$ cat config.mk
export PLATFORM = sky130hd
export DESIGN_NAME = verlet_ball_step_with_bounce_unit
export DESIGN_NICKNAME = d
export VERILOG_FILES = /design/src/hw/rtl/vbs_pkg.sv /design/src/hw/rtl/vbs_mul.sv /design/src/hw/rtl/verlet_ball_step_with_bounce_unit.sv
export SDC_FILE = /design/constraint.sdc
export NUM_CORES = 2
export LEC_CHECK = 0
export ABC_CLOCK_PERIOD_IN_PS = 24200
export BUFFER_PORTS_ARGS = -buffer_cell sky130_fd_sc_hd__buf_4
export CELL_PAD_IN_SITES_DETAIL_PLACEMENT = 0
export CELL_PAD_IN_SITES_GLOBAL_PLACEMENT = 2
export CORE_ASPECT_RATIO = 0.6
export CORE_MARGIN = 2
export CORE_UTILIZATION = 35
export DETAILED_ROUTE_END_ITERATION = 6
export PLACE_DENSITY_LB_ADDON = 0.1
export SYNTH_ARGS = -nofsm -noshare
export SYNTH_HDL_FRONTEND = slang
export SYNTH_SLANG_ARGS = --single-unit
$ cat constraint.sdc
create_clock -name clk -period 24.2 [get_ports clk]
set_clock_uncertainty 0.1 [all_clocks]
set_input_delay 2.42 -clock clk [delete_from_list [all_inputs] [get_ports clk]]
set_output_delay 2.42 -clock clk [all_outputs]
set_load 0.05 [all_outputs]
$ cat src/hw/rtl/vbs_pkg.sv
// ----------------------------------------------------------------------------
// vbs_pkg
// Shared types and constants of the ball step unit.
// ----------------------------------------------------------------------------
`default_nettype none
package vbs_pkg;
	localparam int unsigned VW  = 32;
	localparam int unsigned DTW = 16;
	localparam int unsigned CW  = 24;

	localparam logic [2:0] REG_GRAVITY_Y   = 3'd0;
	localparam logic [2:0] REG_DRAG_COEF   = 3'd1;
	localparam logic [2:0] REG_INV_MASS    = 3'd2;
	localparam logic [2:0] REG_WALL_LEFT   = 3'd3;
	localparam logic [2:0] REG_WALL_RIGHT  = 3'd4;
	localparam logic [2:0] REG_WALL_TOP    = 3'd5;
	localparam logic [2:0] REG_WALL_BOTTOM = 3'd6;

	localparam logic signed [VW-1:0] RST_GRAVITY = 32'sd6429082;
	localparam logic [CW-1:0]        RST_DRAG    = 24'd6554;
	localparam logic [CW-1:0]        RST_INVM    = 24'd65536;
	localparam logic signed [VW-1:0] RST_WL      = 32'sd4194304;
	localparam logic signed [VW-1:0] RST_WR      = 32'sd121634816;
	localparam logic signed [VW-1:0] RST_WT      = 32'sd4194304;
	localparam logic signed [VW-1:0] RST_WB      = 32'sd66584576;
	localparam logic signed [VW-1:0] RST_PX      = 32'sd62914560;
	localparam logic signed [VW-1:0] RST_PY      = 32'sd35389440;

	localparam logic signed [VW-1:0] SMAX = 32'sh7fffffff;
	localparam logic signed [VW-1:0] SMIN = 32'sh80000000;

	typedef struct packed {
		logic                 start;
		logic signed [33:0]   a;
		logic        [33:0]   b;
	} vbs_mul_req_t;

	function automatic logic signed [VW-1:0] sat32(input logic signed [67:0] v);
		if (v > 68'sh7fffffff) return SMAX;
		if (v < -68'sh80000000) return SMIN;
		return v[VW-1:0];
	endfunction

	function automatic logic signed [67:0] rshift(input logic signed [67:0] v,
		input int unsigned s);
		logic signed [67:0] t;
		t = v + (68'sd1 <<< (s - 1));
		return t >>> s;
	endfunction
endpackage
`default_nettype wire

$ cat src/hw/rtl/vbs_mul.sv
// ----------------------------------------------------------------------------
// vbs_mul
// Bit-serial signed by unsigned multiplier, one multiplier bit per cycle.
// ----------------------------------------------------------------------------
`default_nettype none
module vbs_mul import vbs_pkg::*; (
	input  wire logic                clk,
	input  wire logic                arst_n,
	input  wire vbs_mul_req_t        req,
	output logic                     done,
	output logic signed [67:0]       prod
);
	logic        [5:0]        cnt_q;
	logic                     busy_q;
	logic        [33:0]       b_q;
	logic signed [67:0]       a_q;
	logic signed [67:0]       acc_q;

	always_ff @(posedge clk or negedge arst_n) begin
		if (!arst_n) begin
			busy_q <= 1'b0;
			cnt_q  <= '0;
			done   <= 1'b0;
		end else begin
			done <= 1'b0;
			if (req.start) begin
				busy_q <= 1'b1;
				cnt_q  <= 6'd34;
			end else if (busy_q) begin
				cnt_q <= cnt_q - 6'd1;
				if (cnt_q == 6'd1) begin
					busy_q <= 1'b0;
					done   <= 1'b1;
				end
			end
		end
	end

	always_ff @(posedge clk) begin
		if (req.start) begin
			a_q   <= 68'(req.a);
			b_q   <= req.b;
			acc_q <= '0;
		end else if (busy_q) begin
			if (b_q[0]) acc_q <= acc_q + a_q;
			a_q <= a_q <<< 1;
			b_q <= b_q >> 1;
		end
	end

	assign prod = acc_q;
endmodule
`default_nettype wire

$ cat src/hw/rtl/verlet_ball_step_with_bounce_unit.sv
// ----------------------------------------------------------------------------
// verlet_ball_step_with_bounce_unit
// One ball advanced by velocity Verlet per tick, clamped against four walls.
// ----------------------------------------------------------------------------
// Input channel: step_length with in_valid/in_stall; one transfer per tick.
// Output channel: new position, velocity and hit flags with out_valid and
// out_stall; one transfer per accepted tick.
// The block works on one tick at a time. Each tick runs eleven products
// through one shared bit-serial multiplier; the next input is taken once
// the result sits in the output register. While out_stall is high the result
// holds; one more tick may be taken and computed, after which in_stall stays
// high until the held result leaves. Reset restores registers to their
// defaults and the ball to screen center at rest. Configuration writes take
// effect at once. The user is to write configuration only while idle; the
// block itself does not enforce this.
// ----------------------------------------------------------------------------
`default_nettype none
module verlet_ball_step_with_bounce_unit import vbs_pkg::*; (
	input  wire logic                  clk,
	input  wire logic                  arst_n,
	input  wire logic                  cfg_we,
	input  wire logic [2:0]            cfg_index,
	input  wire logic [31:0]           cfg_data,
	input  wire logic                  in_valid,
	output logic                       in_stall,
	input  wire logic [DTW-1:0]        step_length,
	output logic                       out_valid,
	input  wire logic                  out_stall,
	output logic signed [VW-1:0]       out_pos_x,
	output logic signed [VW-1:0]       out_pos_y,
	output logic signed [VW-1:0]       out_vel_x,
	output logic signed [VW-1:0]       out_vel_y,
	output logic                       hit_side,
	output logic                       hit_floor_or_top
);
	localparam logic [3:0] ST_IDLE = 4'd0;
	localparam logic [3:0] ST_MUL  = 4'd1;
	localparam logic [3:0] ST_WAIT = 4'd2;
	localparam logic [3:0] ST_FIN  = 4'd3;
	localparam logic [3:0] ST_OUT  = 4'd4;

	logic [3:0] state_q;
	logic [3:0] op_q;

	logic signed [VW-1:0] grav_q, wl_q, wr_q, wt_q, wb_q;
	logic        [CW-1:0] drag_q, invm_q;
	logic signed [VW-1:0] px_q, py_q, vx_q, vy_q, ax_q, ay_q;
	logic        [DTW-1:0] dt_q;
	logic        [DTW:0]   hdt2_q;
	logic signed [67:0]   pnx_q, pny_q;
	logic signed [VW-1:0] dfx_q, dfy_q, nax_q, nay_q;
	logic signed [67:0]   nvx_q, nvy_q;

	vbs_mul_req_t      mreq;
	logic              mdone;
	logic signed [67:0] mprod;

	vbs_mul u_mul (.clk(clk), .arst_n(arst_n), .req(mreq), .done(mdone), .prod(mprod));

	always_comb begin
		mreq.start = (state_q == ST_MUL);
		mreq.a = '0;
		mreq.b = '0;
		case (op_q)
			4'd0: begin mreq.a = 34'(signed'({1'b0, dt_q})); mreq.b = 34'(dt_q); end
			4'd1: begin mreq.a = 34'(vx_q); mreq.b = 34'(dt_q); end
			4'd2: begin mreq.a = 34'(ax_q); mreq.b = 34'(hdt2_q); end
			4'd3: begin mreq.a = 34'(vy_q); mreq.b = 34'(dt_q); end
			4'd4: begin mreq.a = 34'(ay_q); mreq.b = 34'(hdt2_q); end
			4'd5: begin mreq.a = 34'(vx_q); mreq.b = 34'(drag_q); end
			4'd6: begin mreq.a = 34'(vy_q); mreq.b = 34'(drag_q); end
			4'd7: begin mreq.a = 34'(dfx_q); mreq.b = 34'(invm_q); end
			4'd8: begin mreq.a = 34'(dfy_q); mreq.b = 34'(invm_q); end
			4'd9: begin mreq.a = 34'(nax_q) + 34'(ax_q); mreq.b = 34'(dt_q); end
			4'd10: begin mreq.a = 34'(nay_q) + 34'(ay_q); mreq.b = 34'(dt_q); end
			default: ;
		endcase
	end

	assign in_stall = (state_q != ST_IDLE);

	logic signed [VW-1:0] fpx, fpy, fvx, fvy;
	logic                 fhs, fhv;

	always_comb begin
		fpx = sat32(pnx_q);
		fvx = sat32(nvx_q);
		fhs = 1'b0;
		if (fpx <= wl_q) begin fpx = wl_q; fvx = sat32(-68'(fvx)); fhs = 1'b1; end
		if (fpx >= wr_q) begin fpx = wr_q; fvx = sat32(-68'(fvx)); fhs = 1'b1; end
		fpy = sat32(pny_q);
		fvy = sat32(nvy_q);
		fhv = 1'b0;
		if (fpy <= wt_q) begin fpy = wt_q; fvy = sat32(-68'(fvy)); fhv = 1'b1; end
		if (fpy >= wb_q) begin fpy = wb_q; fvy = sat32(-68'(fvy)); fhv = 1'b1; end
	end

	always_ff @(posedge clk or negedge arst_n) begin
		if (!arst_n) begin
			state_q <= ST_IDLE;
			op_q <= '0;
			out_valid <= 1'b0;
			grav_q <= RST_GRAVITY; drag_q <= RST_DRAG; invm_q <= RST_INVM;
			wl_q <= RST_WL; wr_q <= RST_WR; wt_q <= RST_WT; wb_q <= RST_WB;
			px_q <= RST_PX; py_q <= RST_PY;
			vx_q <= '0; vy_q <= '0; ax_q <= '0; ay_q <= '0;
		end else begin
			if (cfg_we) begin
				case (cfg_index)
					REG_GRAVITY_Y:   grav_q <= cfg_data;
					REG_DRAG_COEF:   drag_q <= cfg_data[CW-1:0];
					REG_INV_MASS:    invm_q <= cfg_data[CW-1:0];
					REG_WALL_LEFT:   wl_q <= cfg_data;
					REG_WALL_RIGHT:  wr_q <= cfg_data;
					REG_WALL_TOP:    wt_q <= cfg_data;
					REG_WALL_BOTTOM: wb_q <= cfg_data;
					default: ;
				endcase
			end
			if (state_q == ST_OUT && (!out_valid || !out_stall)) out_valid <= 1'b1;
			else if (out_valid && !out_stall) out_valid <= 1'b0;
			case (state_q)
				ST_IDLE: if (in_valid) begin
					op_q <= '0;
					state_q <= ST_MUL;
				end
				ST_MUL: state_q <= ST_WAIT;
				ST_WAIT: if (mdone) begin
					op_q <= op_q + 4'd1;
					state_q <= (op_q == 4'd10) ? ST_FIN : ST_MUL;
				end
				ST_FIN: begin
					px_q <= fpx; py_q <= fpy; vx_q <= fvx; vy_q <= fvy;
					ax_q <= nax_q; ay_q <= nay_q;
					state_q <= ST_OUT;
				end
				ST_OUT: if (!out_valid || !out_stall) begin
					state_q <= ST_IDLE;
				end
				default: state_q <= ST_IDLE;
			endcase
		end
	end

	always_ff @(posedge clk) begin
		if (state_q == ST_IDLE && in_valid) dt_q <= step_length;
		if (state_q == ST_WAIT && mdone) begin
			case (op_q)
				4'd0: hdt2_q <= (DTW+1)'(rshift(mprod, 17));
				4'd1: pnx_q <= 68'(px_q) + rshift(mprod, 16);
				4'd2: pnx_q <= pnx_q + rshift(mprod, 16);
				4'd3: pny_q <= 68'(py_q) + rshift(mprod, 16);
				4'd4: pny_q <= pny_q + rshift(mprod, 16);
				4'd5: dfx_q <= sat32(rshift(mprod, 16));
				4'd6: dfy_q <= sat32(rshift(mprod, 16));
				4'd7: nax_q <= sat32(-68'(sat32(rshift(mprod, 16))));
				4'd8: nay_q <= sat32(68'(grav_q) - 68'(sat32(rshift(mprod, 16))));
				4'd9: nvx_q <= 68'(vx_q) + rshift(mprod, 17);
				4'd10: nvy_q <= 68'(vy_q) + rshift(mprod, 17);
				default: ;
			endcase
		end
		if (state_q == ST_OUT && (!out_valid || !out_stall)) begin
			out_pos_x <= px_q; out_pos_y <= py_q;
			out_vel_x <= vx_q; out_vel_y <= vy_q;
			hit_side <= fhs; hit_floor_or_top <= fhv;
		end
	end
endmodule
`default_nettype wire

==> results.txt <==
The run finished, with violations left. The checks that failed: design-rule violations, max-capacitance violations. On the final layout, the worst hold slack is 0.359 ns. The starting DRC count in detailed routing is roughly 9400.

The area of the core region is 229000 um2. The number of pins exceeding their max-slew limit in the final report came out at 0. The count of nets left with antenna violations after detail routing is 0.

STA classifies the critical path endpoint as a flip-flop. STA classifies the critical path startpoint as a flip-flop. The share of final-layout standard cells stronger than drive strength 1 came out at 10.9%. The overall die width came out at 623 um. The number of instances resized during post-cts repair came out at 0. The insertion delay of the later-clocked pin in the worst-skew pair is 0.84 ns. The number of antenna violations at the first check in global routing came out at 42. The number of sinks handled by clock tree synthesis came out at around 1100. The cell at the slowest stage of the critical path is nor2_4.

After clock tree synthesis, the clock-pin slew on the worst setup and hold paths is 0.07 ns. In the synthesized netlist, the number of instances is 8889. The buffer type at the clock tree root is clkbuf_16.

The filler-free cell count of the finished design is 12200. The global-route wire length before repair came out at about 520000 um. The multi-input combinational cell area is about 48000 um2. The number of remaining DRC errors is 3. The depth of the CTS H-tree came out at 4.

In the synthesized netlist the dominant register cell turns out to be edfxtp_1. The count of endpoints failing setup in the final report came out at 0. In this run, synthesis produced a sequential element count of 1107. The mapped netlist covers 80600 um2.

Global routing consumed, over all layers together, between 30% and 40% of the routing resources. The number of global-route vias before repair came out at 67100. The total negative setup slack came out at 0 ns. The starting utilization of the core area came out at 35.2%. The count of port buffers added during placement came out at approximately 190. Derived from the worst setup path, the maximum achievable clock frequency is 93.8 MHz.

The area growth from synthesis to final layout came out at 12.4%. The die height came out at between 300 and 400 um. The async set or reset register ratio after synthesis is between 30% and 40%.

In this run the post-CTS setup repair buffer count came out at 0. After global routing the overflow that remains totals 0. Leaving out fill and tap cells, the most frequent cell in the layout is nand2_1. Once placement completed, the tool counted placed cells totaling 11900. TritonCTS built the clock tree. In the final routed layout, each cell accounts on average for slightly above 30 um. The HPWL reported at the end of detailed placement came out at 284000 um.

Counting flops with a built-in enable in the synthesized netlist gives 623. The full die area is 234000 um2. In the layout the commonest cells are nand2_1 (1081), a21oi_1 (722), nor2_1 (688). The arrival time at the worst endpoint is between 10 and 15 ns. The global placement routability congestion came out at 0.949. The pin slew with the least headroom to its limit came out at 1.48 ns.

Summed over its instances, the top area cell type makes up 23.2% of the synthesized netlist area. Of all cell types, the one taking the most synthesized area is edfxtp_1. Yosys mapped the design onto 123 distinct sky130hd cell types. The worst slew margin relative to its limit came out at under 10%. The per-instance average area after synthesis came out at a little over 9 um2. The total nets after synthesis came out at between 9000 and 10000. The hold buffer count at cts came out at 0. The power density of the placed cells came out at 140 nW/um2. The vias per cell is 6.03. The maximum buffer depth of the clock tree came out at 4.

The share of synthesized area occupied by flip-flops and latches came out at roughly 38%. The largest fanout on the critical path is 60. Entering global routing, the biggest net connects 109 pins. The via total after detailed routing came out at 73400. For this design the static power due to leakage is approximately 38 nW. The critical path data required time came out at around 25 ns. The number of max-cap violations came out at 1. In the final design database the tool counted 9753 nets. The combined flip-flop and latch cell area came out at 30500 um2. In the post-synthesis netlist, the biggest area contributors are edfxtp_1 (23%), dfrtp_1 (12%), ha_1 (10%). The post-route fraction of the period consumed by the critical path came out at 44.1%.

The type of the worst setup path is flip-flop to flip-flop. On the worst path, the slowest cell contributes a delay of 0.75 ns. The fill cell instance count of the final layout is roughly 23000. Setup repair after global routing left no endpoint under its margin. The hold violation count in the final report is 0.

The tightest min-delay check is of the flip-flop to flip-flop type. The shortest period the worst path allows came out at roughly 11 ns. The number of buffers created by CTS came out at 138. The top-level port count is around 190.

The routed design has around 370000 um of wire. Across the VDD grid, the largest voltage drop is 0.0851 mV. For this run, the detailed router's first-pass iteration total came to 7. The yosys synthesis warning count is 0. After floorplanning, the core was divided into about 140 placement rows.
logic make-up (layout without fill, tap and decap cells):
| group | after synthesis | after routing | share of synthesized area, % |
|---|---|---|---|
| buffers and inverters | 686 | 927 | 3.36 |
| muxes | 235 | 235 | 3.20 |
| xor gates and xnor gates | 584 | 584 | 6.36 |
| DFF | 1107 | 1107 | 37.9 |
| AOI/OAI and AO/OA | 2724 | 2724 | 21.8 |
| and+or+nand+nor | 2882 | 2882 | 16.9 |
| adders and majority gates | 671 | 671 | 10.5 |
| other | 0 | 7 | 0 |
per-layer routing:
metal	GRT usage [%]	part of all wire, %
met1	50.5	52
met2	38.7	36
met3	7.56	10
met4	4.88	1.7
met5	0	0.0035
layout make-up:
class                           instances  share of cell area [%]
Clock inverter                         63                   0.703
Sequential cell                      1107                    33.7
Inverter                              308                    1.28
Antenna cell                            7                  0.0193
Timing Repair Buffer                  377                    3.15
Clock buffer                          179                    4.26
Multi-Input combinational cell       7096                    52.7
Tap cell                             3036                    4.19
where the power goes:
group | switching (mW) | internal (mW)
sequential | 0.625 | 2.72
clock | 0.932 | 1.24
combinational | 4.59 | 2.59
Yosys cell counts, drive strengths merged (18+ instances only):
library cell and instances:
nor2b 79, a221oi 34, nor3 161, o21bai 61
mux2i 54, o211ai 60, and3 77, dfrtp 377
a22oi 54, nor3b 27, xor2 239, o2111ai 18
o31ai 39, a31oi 158, nand4 138, edfxtp 623
a211o 23, or3 64, nor2 702, nor4 72
xnor2 345, dfxtp 68, dfstp 39, mux2 181
a222oi 60, and2 62, and4 20, buf 98
clkbuf 280, ha 659, o21ai 673, o22ai 29
a21o 358, a21boi 32, a21oi 734, o21a 105
or4 25, nand3 174, inv 308, a211oi 71
or2 37, nand2 1090, nand2b 107
critical path: cells and delay by family, from the launching register on:
kind,cells,cell delay [ns]
buf+inv,3,1.71
compound gates,15,3.84
flops,1,0.57
simple gates,12,3.70
fa+ha+maj,2,0.55
through the flow:
step                      power (mW)  setup WS (ns)  instance area (um2)  util, %
final                           12.7          13.54                90600     39.6
after CTS                       12.6          13.72                90600     39.6
after global routing            13.5          12.96                90600     39.6
after global placement          10.4          13.76                86100     37.6
after detailed placement        10.4          13.78                86100     37.6
after floorplan                 7.83          14.90                80600        -
worst paths after layout:
check / startpoint / to / slack (ns) / depth (start not counted)
min in group asynchronous: arst_n / py_q[5]$_DFFE_PN0P_ / 1.50 / 1
setup / recovery: pnx_q[67]$_DFFE_PP_ / vx_q[20]$_DFFE_PN0P_ / 13.54 / 32
hold reg to reg: u_mul.prod[11]$_SDFFE_PP0P_ / u_mul.prod[11]$_SDFFE_PP0P_ / 0.36 / 2
hold / removal: u_mul.prod[11]$_SDFFE_PP0P_ / u_mul.prod[11]$_SDFFE_PP0P_ / 0.36 / 2
max in group asynchronous: arst_n / vx_q[30]$_DFFE_PN0P_ / 20.26 / 3
setup reg to reg: pnx_q[67]$_DFFE_PP_ / vx_q[20]$_DFFE_PN0P_ / 13.54 / 32
registers in the layout, indices dropped and copies added (netlist names), 52 cells and up:
name,flops
nvy_q,52
pny_q,68
nvx_q,52
u_mul.a_q,68
u_mul.prod,68
pnx_q,68
Power figures use the tool's default switching activity.
